### src/rtl/sliding_window_median_top_defines.svh
// ---------------------------------------------------------------------------
// sliding window median assertion macros
// shared assertion shorthands for the median filter rtl
// ---------------------------------------------------------------------------
`ifndef SLIDING_WINDOW_MEDIAN_TOP_DEFINES_SVH
`define SLIDING_WINDOW_MEDIAN_TOP_DEFINES_SVH

// condition that must hold at every clock edge out of reset
`define SWM_ASSERT_ALWAYS(lbl, cond, msg) \
  lbl: assert property (@(posedge clk_i) disable iff (!rst_ni) (cond)) else $error(msg);

// same-cycle implication
`define SWM_ASSERT_IMP(lbl, ante, cons, msg) \
  lbl: assert property (@(posedge clk_i) disable iff (!rst_ni) (ante) |-> (cons)) \
    else $error(msg);

`endif

### src/rtl/swm_pkg.sv
// ---------------------------------------------------------------------------
// swm_pkg
// shared constants, state encoding and control structs of the median filter
// ---------------------------------------------------------------------------
package swm_pkg;

  localparam int WINDOW_MAX_DEF  = 64;
  localparam int SAMPLE_BITS_DEF = 32;
  localparam int CFG_BITS        = 7;
  localparam logic [CFG_BITS-1:0] WINDOW_RESET = 7'd3;

  typedef enum logic [1:0] {
    ST_IDLE,
    ST_SWEEP,
    ST_DONE
  } swm_state_e;

  // controller to datapath
  typedef struct packed {
    logic accept;
    logic sweep;
    logic finish;
    logic load_out;
  } swm_cmd_t;

  // datapath to controller
  typedef struct packed {
    logic rd_done;
    logic dvalid;
    logic emit;
    logic out_busy;
  } swm_stat_t;

endpackage

### src/rtl/swm_ctrl.sv
// ---------------------------------------------------------------------------
// swm_ctrl
// sequencer for one request: accept, sorted-memory sweep, result hand-off
// ---------------------------------------------------------------------------
module swm_ctrl (
  input  logic              clk_i,
  input  logic              rst_ni,
  input  logic              in_valid_i,
  input  swm_pkg::swm_stat_t stat_i,
  output swm_pkg::swm_cmd_t  cmd_o,
  output logic              in_stall_o
);

  swm_pkg::swm_state_e state_q, state_d;
  logic                pass_end;

  assign pass_end = stat_i.rd_done && !stat_i.dvalid;

  always_ff @(posedge clk_i or negedge rst_ni) begin
    if (!rst_ni) begin
      state_q <= swm_pkg::ST_IDLE;
    end else begin
      state_q <= state_d;
    end
  end

  // next state
  always_comb begin
    state_d = state_q;
    unique case (state_q)
      swm_pkg::ST_IDLE: begin
        if (in_valid_i) state_d = swm_pkg::ST_SWEEP;
      end
      swm_pkg::ST_SWEEP: begin
        if (pass_end) state_d = swm_pkg::ST_DONE;
      end
      swm_pkg::ST_DONE: begin
        if (!stat_i.emit || !stat_i.out_busy) state_d = swm_pkg::ST_IDLE;
      end
      default: state_d = swm_pkg::ST_IDLE;
    endcase
  end

  // outputs
  always_comb begin
    cmd_o      = '0;
    in_stall_o = 1'b1;
    unique case (state_q)
      swm_pkg::ST_IDLE: begin
        in_stall_o   = 1'b0;
        cmd_o.accept = in_valid_i;
      end
      swm_pkg::ST_SWEEP: begin
        cmd_o.sweep  = !pass_end;
        cmd_o.finish = pass_end;
      end
      swm_pkg::ST_DONE: begin
        cmd_o.load_out = stat_i.emit && !stat_i.out_busy;
      end
      default: begin
        in_stall_o = 1'b1;
      end
    endcase
  end

endmodule

### src/rtl/swm_datapath.sv
// ---------------------------------------------------------------------------
// swm_datapath
// arrival ring, in-place sorted window update and median output register
// ---------------------------------------------------------------------------
`include "sliding_window_median_top_defines.svh"

module swm_datapath #(
  parameter int WINDOW_MAX  = swm_pkg::WINDOW_MAX_DEF,
  parameter int SAMPLE_BITS = swm_pkg::SAMPLE_BITS_DEF
) (
  input  logic                               clk_i,
  input  logic                               rst_ni,
  input  logic                               cfg_we_i,
  input  logic        [swm_pkg::CFG_BITS-1:0] cfg_wdata_i,
  input  logic signed [SAMPLE_BITS-1:0]      sample_i,
  input  logic                               start_req_i,
  input  logic                               out_stall_i,
  input  swm_pkg::swm_cmd_t                  cmd_i,
  output swm_pkg::swm_stat_t                 stat_o,
  output logic                               out_valid_o,
  output logic signed [SAMPLE_BITS:0]        median_doubled_o
);

  localparam int CW   = $clog2(WINDOW_MAX + 1);
  localparam int IW   = (WINDOW_MAX > 1) ? $clog2(WINDOW_MAX) : 1;
  localparam int CMPW = (CW > swm_pkg::CFG_BITS) ? CW : swm_pkg::CFG_BITS;

  // configuration and window bookkeeping
  logic [swm_pkg::CFG_BITS-1:0] win_q;
  logic [CW-1:0]                fill_q, fill_d;
  logic [IW-1:0]                ptr_q, ptr_d;
  logic [CW-1:0]                win_k, lo_idx, hi_idx, fill_eff;
  logic                         rem_now;
  logic [IW-1:0]                ring_waddr;

  // sweep state
  logic [CW-1:0] cnt_q, rd_idx_q, wr_idx_q;
  logic          rem_en_q, emit_q, dvalid_q, removed_q, inserted_q, buf_vld_q;
  logic          removed_d, inserted_d, buf_vld_d;
  logic          rd_issue, sort_we, drop;

  // payload
  logic signed [SAMPLE_BITS-1:0] ring_mem [WINDOW_MAX];
  logic signed [SAMPLE_BITS-1:0] sort_mem [WINDOW_MAX];
  logic signed [SAMPLE_BITS-1:0] sample_q, ring_old_q, sort_rd_q, buf_q, buf_d;
  logic signed [SAMPLE_BITS-1:0] sort_wdata, med_lo_q, med_hi_q;
  logic signed [SAMPLE_BITS:0]   out_q;
  logic                          out_vld_q;

  // effective window size: zero acts as one, large values clamp
  always_comb begin
    if (win_q == '0) begin
      win_k = CW'(1);
    end else if (CMPW'(win_q) > CMPW'(WINDOW_MAX)) begin
      win_k = CW'(WINDOW_MAX);
    end else begin
      win_k = CW'(win_q);
    end
  end

  assign lo_idx     = (win_k - CW'(1)) >> 1;
  assign hi_idx     = win_k >> 1;
  assign fill_eff   = start_req_i ? '0 : fill_q;
  assign rem_now    = (fill_eff == win_k);
  assign ring_waddr = rem_now ? ptr_q : fill_eff[IW-1:0];

  always_comb begin
    fill_d = rem_now ? fill_eff : fill_eff + CW'(1);
    if (!rem_now) begin
      ptr_d = '0;
    end else if ((CW'(ptr_q) + CW'(1)) == win_k) begin
      ptr_d = '0;
    end else begin
      ptr_d = ptr_q + IW'(1);
    end
  end

  // merge step: drop one copy of the leaving value, slot the new sample in
  always_comb begin
    sort_we    = 1'b0;
    sort_wdata = sample_q;
    drop       = 1'b0;
    buf_d      = buf_q;
    buf_vld_d  = buf_vld_q;
    removed_d  = removed_q;
    inserted_d = inserted_q;
    if (cmd_i.sweep && dvalid_q) begin
      drop = rem_en_q && !removed_q && (sort_rd_q == ring_old_q);
      if (drop) removed_d = 1'b1;
      if (buf_vld_q) begin
        sort_we    = 1'b1;
        sort_wdata = buf_q;
        buf_d      = sort_rd_q;
        buf_vld_d  = !drop;
      end else if (!drop) begin
        if (!inserted_q && (sort_rd_q > sample_q)) begin
          sort_we    = 1'b1;
          sort_wdata = sample_q;
          buf_d      = sort_rd_q;
          buf_vld_d  = 1'b1;
          inserted_d = 1'b1;
        end else begin
          sort_we    = 1'b1;
          sort_wdata = sort_rd_q;
        end
      end
    end else if (cmd_i.finish) begin
      if (buf_vld_q) begin
        sort_we    = 1'b1;
        sort_wdata = buf_q;
        buf_vld_d  = 1'b0;
      end else if (!inserted_q) begin
        sort_we    = 1'b1;
        sort_wdata = sample_q;
        inserted_d = 1'b1;
      end
    end
  end

  assign rd_issue = cmd_i.sweep && (rd_idx_q != cnt_q);

  always_ff @(posedge clk_i or negedge rst_ni) begin
    if (!rst_ni) begin
      win_q      <= swm_pkg::WINDOW_RESET;
      fill_q     <= '0;
      ptr_q      <= '0;
      cnt_q      <= '0;
      rd_idx_q   <= '0;
      wr_idx_q   <= '0;
      rem_en_q   <= 1'b0;
      emit_q     <= 1'b0;
      dvalid_q   <= 1'b0;
      removed_q  <= 1'b0;
      inserted_q <= 1'b0;
      buf_vld_q  <= 1'b0;
      out_vld_q  <= 1'b0;
    end else begin
      if (cfg_we_i) begin
        win_q  <= cfg_wdata_i;
        fill_q <= '0;
        ptr_q  <= '0;
      end else if (cmd_i.accept) begin
        fill_q <= fill_d;
        ptr_q  <= ptr_d;
      end
      if (cmd_i.accept) begin
        cnt_q      <= fill_eff;
        rem_en_q   <= rem_now;
        emit_q     <= (fill_d == win_k);
        rd_idx_q   <= '0;
        wr_idx_q   <= '0;
        dvalid_q   <= 1'b0;
        removed_q  <= 1'b0;
        inserted_q <= 1'b0;
        buf_vld_q  <= 1'b0;
      end else begin
        dvalid_q   <= rd_issue;
        removed_q  <= removed_d;
        inserted_q <= inserted_d;
        buf_vld_q  <= buf_vld_d;
        if (rd_issue) rd_idx_q <= rd_idx_q + CW'(1);
        if (sort_we) wr_idx_q <= wr_idx_q + CW'(1);
      end
      if (cmd_i.load_out) begin
        out_vld_q <= 1'b1;
      end else if (!out_stall_i) begin
        out_vld_q <= 1'b0;
      end
    end
  end

  // arrival ring: write new sample, fetch the leaving one
  always_ff @(posedge clk_i) begin
    if (cmd_i.accept) begin
      ring_mem[ring_waddr] <= sample_i;
      ring_old_q           <= ring_mem[ptr_q];
    end
  end

  // sorted window, updated in place during the sweep
  always_ff @(posedge clk_i) begin
    if (sort_we) sort_mem[wr_idx_q[IW-1:0]] <= sort_wdata;
    if (rd_issue) sort_rd_q <= sort_mem[rd_idx_q[IW-1:0]];
  end

  always_ff @(posedge clk_i) begin
    if (cmd_i.accept) sample_q <= sample_i;
    buf_q <= buf_d;
    if (sort_we && (wr_idx_q == lo_idx)) med_lo_q <= sort_wdata;
    if (sort_we && (wr_idx_q == hi_idx)) med_hi_q <= sort_wdata;
    if (cmd_i.load_out) begin
      out_q <= {med_lo_q[SAMPLE_BITS-1], med_lo_q} + {med_hi_q[SAMPLE_BITS-1], med_hi_q};
    end
  end

  assign stat_o.rd_done  = (rd_idx_q == cnt_q);
  assign stat_o.dvalid   = dvalid_q;
  assign stat_o.emit     = emit_q;
  assign stat_o.out_busy = out_vld_q && out_stall_i;

  assign out_valid_o      = out_vld_q;
  assign median_doubled_o = out_q;

  `SWM_ASSERT_ALWAYS(a_fill_bound, fill_q <= win_k, "fill count above window size")
  `SWM_ASSERT_IMP(a_wr_bound, sort_we, wr_idx_q < win_k, "sorted write past window")
  `SWM_ASSERT_IMP(a_old_found, cmd_i.finish && rem_en_q, removed_q, "leaving value not found")
  `SWM_ASSERT_IMP(a_full_pass, cmd_i.load_out, wr_idx_q == win_k, "result load after short pass")

endmodule

### src/rtl/sliding_window_median_top.sv
// ---------------------------------------------------------------------------
// sliding_window_median_top
// streaming median over the most recent window_size signed samples
//
// input channel: sample_i and start_req_i, taken when in_valid_i is high and
// in_stall_o is low. start_req_i empties the window before its sample enters.
// output channel: median_doubled_o (twice the median, exact) is delivered when
// out_valid_o is high and out_stall_i is low. no result until the window fills.
// config: cfg_we_i writes window_size from cfg_wdata_i and empties the window;
// write only while the block is idle. zero acts as one, sizes above the
// window depth clamp to it.
// throughput: a new request is taken only in the idle state, so not before the
// previous request has finished its sweep and, when a result is due, its
// hand-off. the sweep reads the sorted-window memory one entry per cycle on its
// read port over fill entries, fill being the samples held before the request.
// result: out_valid_o rises once the sequencer, after the sweep, loads the output register.
// reset: window empty, window_size back to 3; memories need no clearing.
// a stalled result sits in the output register; the next request is still
// taken and its sweep runs, the hand-off waits until the register frees up.
// ---------------------------------------------------------------------------
module sliding_window_median_top #(
  parameter int WINDOW_MAX  = swm_pkg::WINDOW_MAX_DEF,
  parameter int SAMPLE_BITS = swm_pkg::SAMPLE_BITS_DEF
) (
  input  logic                               clk_i,
  input  logic                               rst_ni,
  // configuration
  input  logic                               cfg_we_i,
  input  logic        [swm_pkg::CFG_BITS-1:0] cfg_wdata_i,
  // request channel
  input  logic                               in_valid_i,
  output logic                               in_stall_o,
  input  logic signed [SAMPLE_BITS-1:0]      sample_i,
  input  logic                               start_req_i,
  // result channel
  output logic                               out_valid_o,
  input  logic                               out_stall_i,
  output logic signed [SAMPLE_BITS:0]        median_doubled_o
);

  swm_pkg::swm_cmd_t  cmd;
  swm_pkg::swm_stat_t stat;

  // sequencer: idle, sweep of the sorted window, result hand-off
  swm_ctrl u_ctrl (
    .clk_i      (clk_i),
    .rst_ni     (rst_ni),
    .in_valid_i (in_valid_i),
    .stat_i     (stat),
    .cmd_o      (cmd),
    .in_stall_o (in_stall_o)
  );

  // ring, sorted memory and output register
  swm_datapath #(
    .WINDOW_MAX  (WINDOW_MAX),
    .SAMPLE_BITS (SAMPLE_BITS)
  ) u_datapath (
    .clk_i            (clk_i),
    .rst_ni           (rst_ni),
    .cfg_we_i         (cfg_we_i),
    .cfg_wdata_i      (cfg_wdata_i),
    .sample_i         (sample_i),
    .start_req_i      (start_req_i),
    .out_stall_i      (out_stall_i),
    .cmd_i            (cmd),
    .stat_o           (stat),
    .out_valid_o      (out_valid_o),
    .median_doubled_o (median_doubled_o)
  );

endmodule
### config.mk
export PLATFORM = sky130hd
export DESIGN_NAME = sliding_window_median_top
export DESIGN_NICKNAME = d
export VERILOG_FILES = /design/src/rtl/swm_pkg.sv /design/src/rtl/swm_ctrl.sv /design/src/rtl/swm_datapath.sv /design/src/rtl/sliding_window_median_top.sv
export VERILOG_INCLUDE_DIRS = /design/src /design/src/rtl
export SDC_FILE = /design/constraint.sdc
export NUM_CORES = 2
export LEC_CHECK = 0
export BUFFER_PORTS_ARGS = -buffer_cell sky130_fd_sc_hd__buf_2
export CORE_ASPECT_RATIO = 1.5
export CORE_MARGIN = 2
export CORE_UTILIZATION = 66
export CTS_BUF_LIST = sky130_fd_sc_hd__clkbuf_4 sky130_fd_sc_hd__clkbuf_8
export CTS_CLUSTER_SIZE = 10
export DETAILED_ROUTE_END_ITERATION = 12
export GPL_TIMING_DRIVEN = 0
export PLACE_DENSITY = 0.79
export SYNTH_ARGS = -nofsm -noshare
export SYNTH_HDL_FRONTEND = slang
export SYNTH_SLANG_ARGS = --single-unit
### constraint.sdc
create_clock -name clk_i -period 5.66 [get_ports clk_i]
set_clock_uncertainty 0.1 [all_clocks]
set_input_delay 0.283 -clock clk_i [delete_from_list [all_inputs] [get_ports clk_i]]
set_output_delay 0.283 -clock clk_i [all_outputs]
set_load 0.01 [all_outputs]
# Word level (Yosys, flattened, before mapping)
# Memory sizes are Yosys's and may differ from the RTL's. A register that Yosys moved wholly into a read port is not among the register bits.
# Cells that the tools add are included.
# W data, S select, Z words.
# totals
mem_bits_rw	4096
n_memories	2
ff_bits	211
out_inout_bits	35
# memory_table
memory	words	width	read_ports	rd_clocked_by_memory_dff	write_ports	line_no	rtl
u_datapath.ring_mem	64	32	1	1	1	swm_datapath.sv:43	logic signed [SAMPLE_BITS-1:0] ring_mem [WINDOW_MAX];
u_datapath.sort_mem	64	32	1	1	1	swm_datapath.sv:44	logic signed [SAMPLE_BITS-1:0] sort_mem [WINDOW_MAX];
# op_classes
add_sub_neg	7
n_lt_le_gt_ge	2
mux	61
n_eq_ne	18
reduce_logical	31
# ops
cell	n
$mux W32	9
$mux W7	10
$add A32 B32 Y33	1
$eq A32 B32 Y1	1
$gt A32 B32 Y1	1
$mux W1	32
$mux W6	5
$eq A7 B7 Y1	4
$add A7 B1 Y7 const B	3
$eq A7 B6 Y1	2
$reduce_bool A2 Y1	6
$logic_and A1 B1 Y1	10
$mux W2	4
$ne A2 B1 Y1 const B	4
$add A6 B1 Y7 const B	1
$gt A7 B7 Y1 const B	1
$logic_not A1 Y1	7
$logic_not A7 Y1	1
$ne A7 B7 Y1	1
$sub A7 B1 Y7 const B	1
$add A6 B1 Y6 const B	1
$ne A3 B3 Y1 const B	2
$pmux W2 S3	1
$reduce_and A3 Y1	2
8 further kinds	9

# Logic depth before layout (Yosys ltp)
# logic_depth
depth_word	8
ltp_mapped	12

# Hierarchy
# From an unflattened synthesis, not the netlist that was laid out.
# hier_totals
hier_cells	7088
hier_area_um2	169267.3
# by_module_without_submodules
module	n_inst	area_each_um2	cells_each	seq_area_each_um2
swm_datapath	1	169141.0	7075	130958.1
swm_ctrl	1	126.4	13	50.0

# Least setup slack after synthesis
# OpenSTA, ideal clock, no wires.
# synth_path
path_kind	register -> register
startpoint	register u_datapath.sort_rd_q[1] (read register of u_datapath.sort_mem)
endpoint	register u_datapath.med_hi_q[13] (data pin)
required_time_ns	5.001
path_stages_with_launch	12
arrival_time_ns	4.278
setup_slack_ns	0.724
cell_sequence	edfxtp_1 > ha_1 > nor2b_1 > o21a_1 > o21a_1 > o21a_1 > o41ai_1 > a31oi_1 > nor2_4 > buf_4 > mux2i_1 > a21oi_1
# synth_via
elab_chain_len	6
word_cells_on_any_way	8
# synth_lines
item	line_no	rtl
from (decl)	swm_datapath.sv:45	logic signed [SAMPLE_BITS-1:0] sample_q, ring_old_q, sort_rd_q, buf_q, buf_d;
$gt A32 B32 Y1	swm_datapath.sv:96	if (!inserted_q && (sort_rd_q > sample_q)) begin
$logic_and A1 B1 Y1	swm_datapath.sv:96	
$mux W32	swm_datapath.sv:96	
$mux W32 *	swm_datapath.sv:95	end else if (!drop) begin
$mux W32 *	swm_datapath.sv:90	if (buf_vld_q) begin
$mux W32 *	swm_datapath.sv:87	if (cmd_i.sweep && dvalid_q) begin
named net u_datapath.sort_wdata[13]	swm_datapath.sv:46	logic signed [SAMPLE_BITS-1:0] sort_wdata, med_lo_q, med_hi_q;
to (signal assigned)	swm_datapath.sv:190	if (sort_we && (wr_idx_q == hi_idx)) med_hi_q <= sort_wdata;
to (decl)	swm_datapath.sv:46	
# The timed path passes the listed nets; every way through them passes the cells marked *.
# A chain may end at the register's enable or synchronous reset.

==> flow_summary.yaml <==
status:
  outcome: "complete, but fails checks"
  violations: "capacitance limit, slew limit, setup timing"
setup_path:
  critical_path_class: "flop to flop"
  required_ps: 6380
  crit_fanout: 10
  crit_path_max_incr_delay_ps: 1080
  slowest_stage: "clkbuf_1"
  cp_cell_sequence: "clkbuf_1 > nand2b_1 > clkbuf_1 > clkbuf_1 > clkbuf_1 > o221ai_1 > nand2_1 > a21oi_1 > mux4_2"
  path_buf_inv: 4
  crit_arrival_ps: 6420
  crit_path_frequent_cell: "clkbuf_1"
  critPathLaunchType: "flop"
  path_delay_family: "buffers and inverters"
  cp-end-kind: "flop"
global_routing:
  grt_pass1_vias: 90800
  grt_pass1_wl_mm: 671
  antenna_found_initial: 83
  busiest_layer: "met2"
  overflow: 0
  gr-usage-met2_pct: 61.8
  use_met1_pct: 40.7
  grt_util_met3_pct: 8.42
  grt_use_total_pct: 37.5
  grt_max_degree: 67
placement:
  globalplace.congestion: 0.976
  dp_hpwl_mm: 328
  place_area_sq_um: 179000
  port_buffers: 78
yosys:
  synth_enable_flop_cells: 4321
  syn_nets: 7977
  ys_types: 83
  synth_seq_cells: 4371
  async_flop_share_pct: 1.14
  yosysWarnings: 0
  netlist_area_sq_um: 170000
  syn_inst: 7862
  yosysSeqAreaShare_pct: 77.1
  synth_area_per_cell_sq_um: 21.6
  ys.flop_type: "edfxtp_1"
floorplanning:
  die_x_um: 418
  coreArea_sq_um: 256000
  pin_count: 80
  fp.dieArea_sq_um: 262000
  fp.dieH_um: 625
  start_util_pct: 66.2
  rows: 228
finish:
  utilization_pct: 74.9
  fin_area_sq_um: 192000
  mostFrequentLayoutCells: "4321 x edfxtp_1, 976 x mux4_2, 626 x clkbuf_8"
  syn_to_final_growth_pct: 13.0
  drive_above_1_share_pct: 26.4
  final_common_cell: "edfxtp_1"
  nets: 8886
cts:
  h-tree-depth: 6
  cts_num_sinks: 4371
  cts_tree: "done"
  cts.clk_slew.worst_paths_ps: 70
  insertion_delay_ps: 1110
  post_cts_buffers: 0
  cts_resized: 0
  clock_path_buffers: 4
  cts_root_buffer: "clkbuf_8"
  numCtsBuffers: 602
route:
  vias: 90300
  drt_iter0_markers: 13400
  ant_nets: 0
  finalWirelength_mm: 490
  vias_per_cell: 7.12
  route.detailed.drc: 0
  dr.pass1.iters: 6
  routedWlPerCell_um: 38.6
power_and_ir_drop:
  total_power_mw: 89.5
  p_leak_nw: 58.9
  powerDensity_nw_per_um2: 466
  irDropWorstVdd_v: 0.000403
job:
  cap_violations: 9
sta:
  worst_slew_pin_slew_ps: 1660
  period_share_pct: 101
  final.min_clock_period_ps: 5710
  whs_ps: 132
  fmax_ghz: 0.175
  finalHoldViolations: 0
  slew_headroom_pct: -10.8
  rsz0062_at_grt: "false"
  slew_violations: 47
  tns_ps: -332
  setup_slack_ps: -46.1
  setup_viol: 12
worst_hold_path:
  hp-class: "input pin to flop"
metal layers:
metal	up-vias	part of all wire, %
met5	-	0.064
met4	38	11
met3	1796	9.9
met2	7019	50
met1	46100	29
li1	35300	-
sequential cells by signal, indices dropped and copies added (netlist names), 6 cells and up:
name,count
u_datapath.buf_q,32
u_datapath.cnt_q,7
u_datapath.fill_q,7
u_datapath.med_hi_q,32
u_datapath.med_lo_q,32
u_datapath.median_doubled_o,33
u_datapath.ptr_q,6
u_datapath.rd_idx_q,7
u_datapath.ring_mem,2048
u_datapath.ring_old_q,32
u_datapath.sample_q,32
u_datapath.sort_mem,2048
u_datapath.sort_rd_q,32
u_datapath.win_q,7
u_datapath.wr_idx_q,7
repair_timing:
item / 4_1_cts / 5_1_grt
endpoints found under the setup margin: 0 / 0
endpoints found under the hold margin: 872 / 975
hold buffers: 47 / 15
logic make-up after synthesis:
logic type               synth area share (%)
flip-flops                               77.1
multiplexers                             16.0
AO/OA/AOI/OAI                            3.17
AND/OR/NAND/NOR                          1.58
buffers and inverters                    1.17
XOR/XNOR                                0.479
adder cells (fa/ha/maj)                 0.520
synth_stat cells (28+ instances only):
| cell | number | area [sq um] |
|---|---|---|
| nand2b_1 | 33 | 206 |
| xnor2_1 | 49 | 429 |
| buf_1 | 89 | 334 |
| edfxtp_1 | 4321 | 130000 |
| nand2_1 | 204 | 766 |
| o221ai_1 | 244 | 2140 |
| nand3_1 | 28 | 140 |
| xor2_1 | 44 | 385 |
| clkbuf_1 | 240 | 901 |
| dfrtp_1 | 48 | 1200 |
| a21oi_1 | 191 | 956 |
| nor2_1 | 205 | 769 |
| o22ai_1 | 144 | 901 |
| mux2i_1 | 506 | 5060 |
| buf_2 | 78 | 390 |
| ha_1 | 69 | 863 |
| inv_1 | 59 | 221 |
| o21ai_0 | 54 | 270 |
| mux4_2 | 976 | 22000 |
final timing paths:
kind / from / slack [ps] / depth (start not counted) / end
setup reg to reg: u_datapath.ptr_q[2]$_DFFE_PN0P_ / -50 / 9 / u_datapath.ring_old_q[23]$_DFFE_PP_
setup / recovery: u_datapath.ptr_q[2]$_DFFE_PN0P_ / -50 / 9 / u_datapath.ring_old_q[23]$_DFFE_PP_
hold reg to reg: u_datapath.emit_q$_DFFE_PN0P_ / 410 / 1 / u_datapath.emit_q$_DFFE_PN0P_
max in group asynchronous: rst_ni / 4610 / 4 / u_datapath.fill_q[2]$_DFFE_PN0P_
hold / removal: in_valid_i / 130 / 4 / u_ctrl.state_q[0]$_DFFE_PN0P_
min in group asynchronous: rst_ni / 280 / 3 / u_datapath.ptr_q[3]$_DFFE_PN0P_
power breakdown:
part           internal (mW)  total [mW]  switching, mW
logic                   7.55        23.4           15.9
registers               41.2        41.9          0.716
clock network           12.4        24.2           11.8
layout make-up:
cell class | instances | area, sq um
tap | 3335 | 4170
antenna | 126 | 315
sequential | 4371 | 131000
fill | 13200 | 64400
inverter | 63 | 236
clock inverter | 251 | 1760
timing repair buffer | 305 | 4730
buffer | 421 | 1770
clock buffer | 802 | 9940
multi-input combinational | 3007 | 38100
worst reg2reg max path: stages (launching register included):
cell and delay, ps:
dfrtp_1 360, clkbuf_1 240, nand2b_1 150, clkbuf_1 1080, clkbuf_1 1070, clkbuf_1 940
o221ai_1 390, nand2_1 170, a21oi_1 280, mux4_2 650
stage by stage:
step,setup slack [ps],instances
after floorplan,724,7862
after global routing,90.1,12600
after detailed placement,262,11400
final,-46.1,12700
after CTS,240,12500
after global placement,-3910,11300
Power figures use the tool's default switching activity.
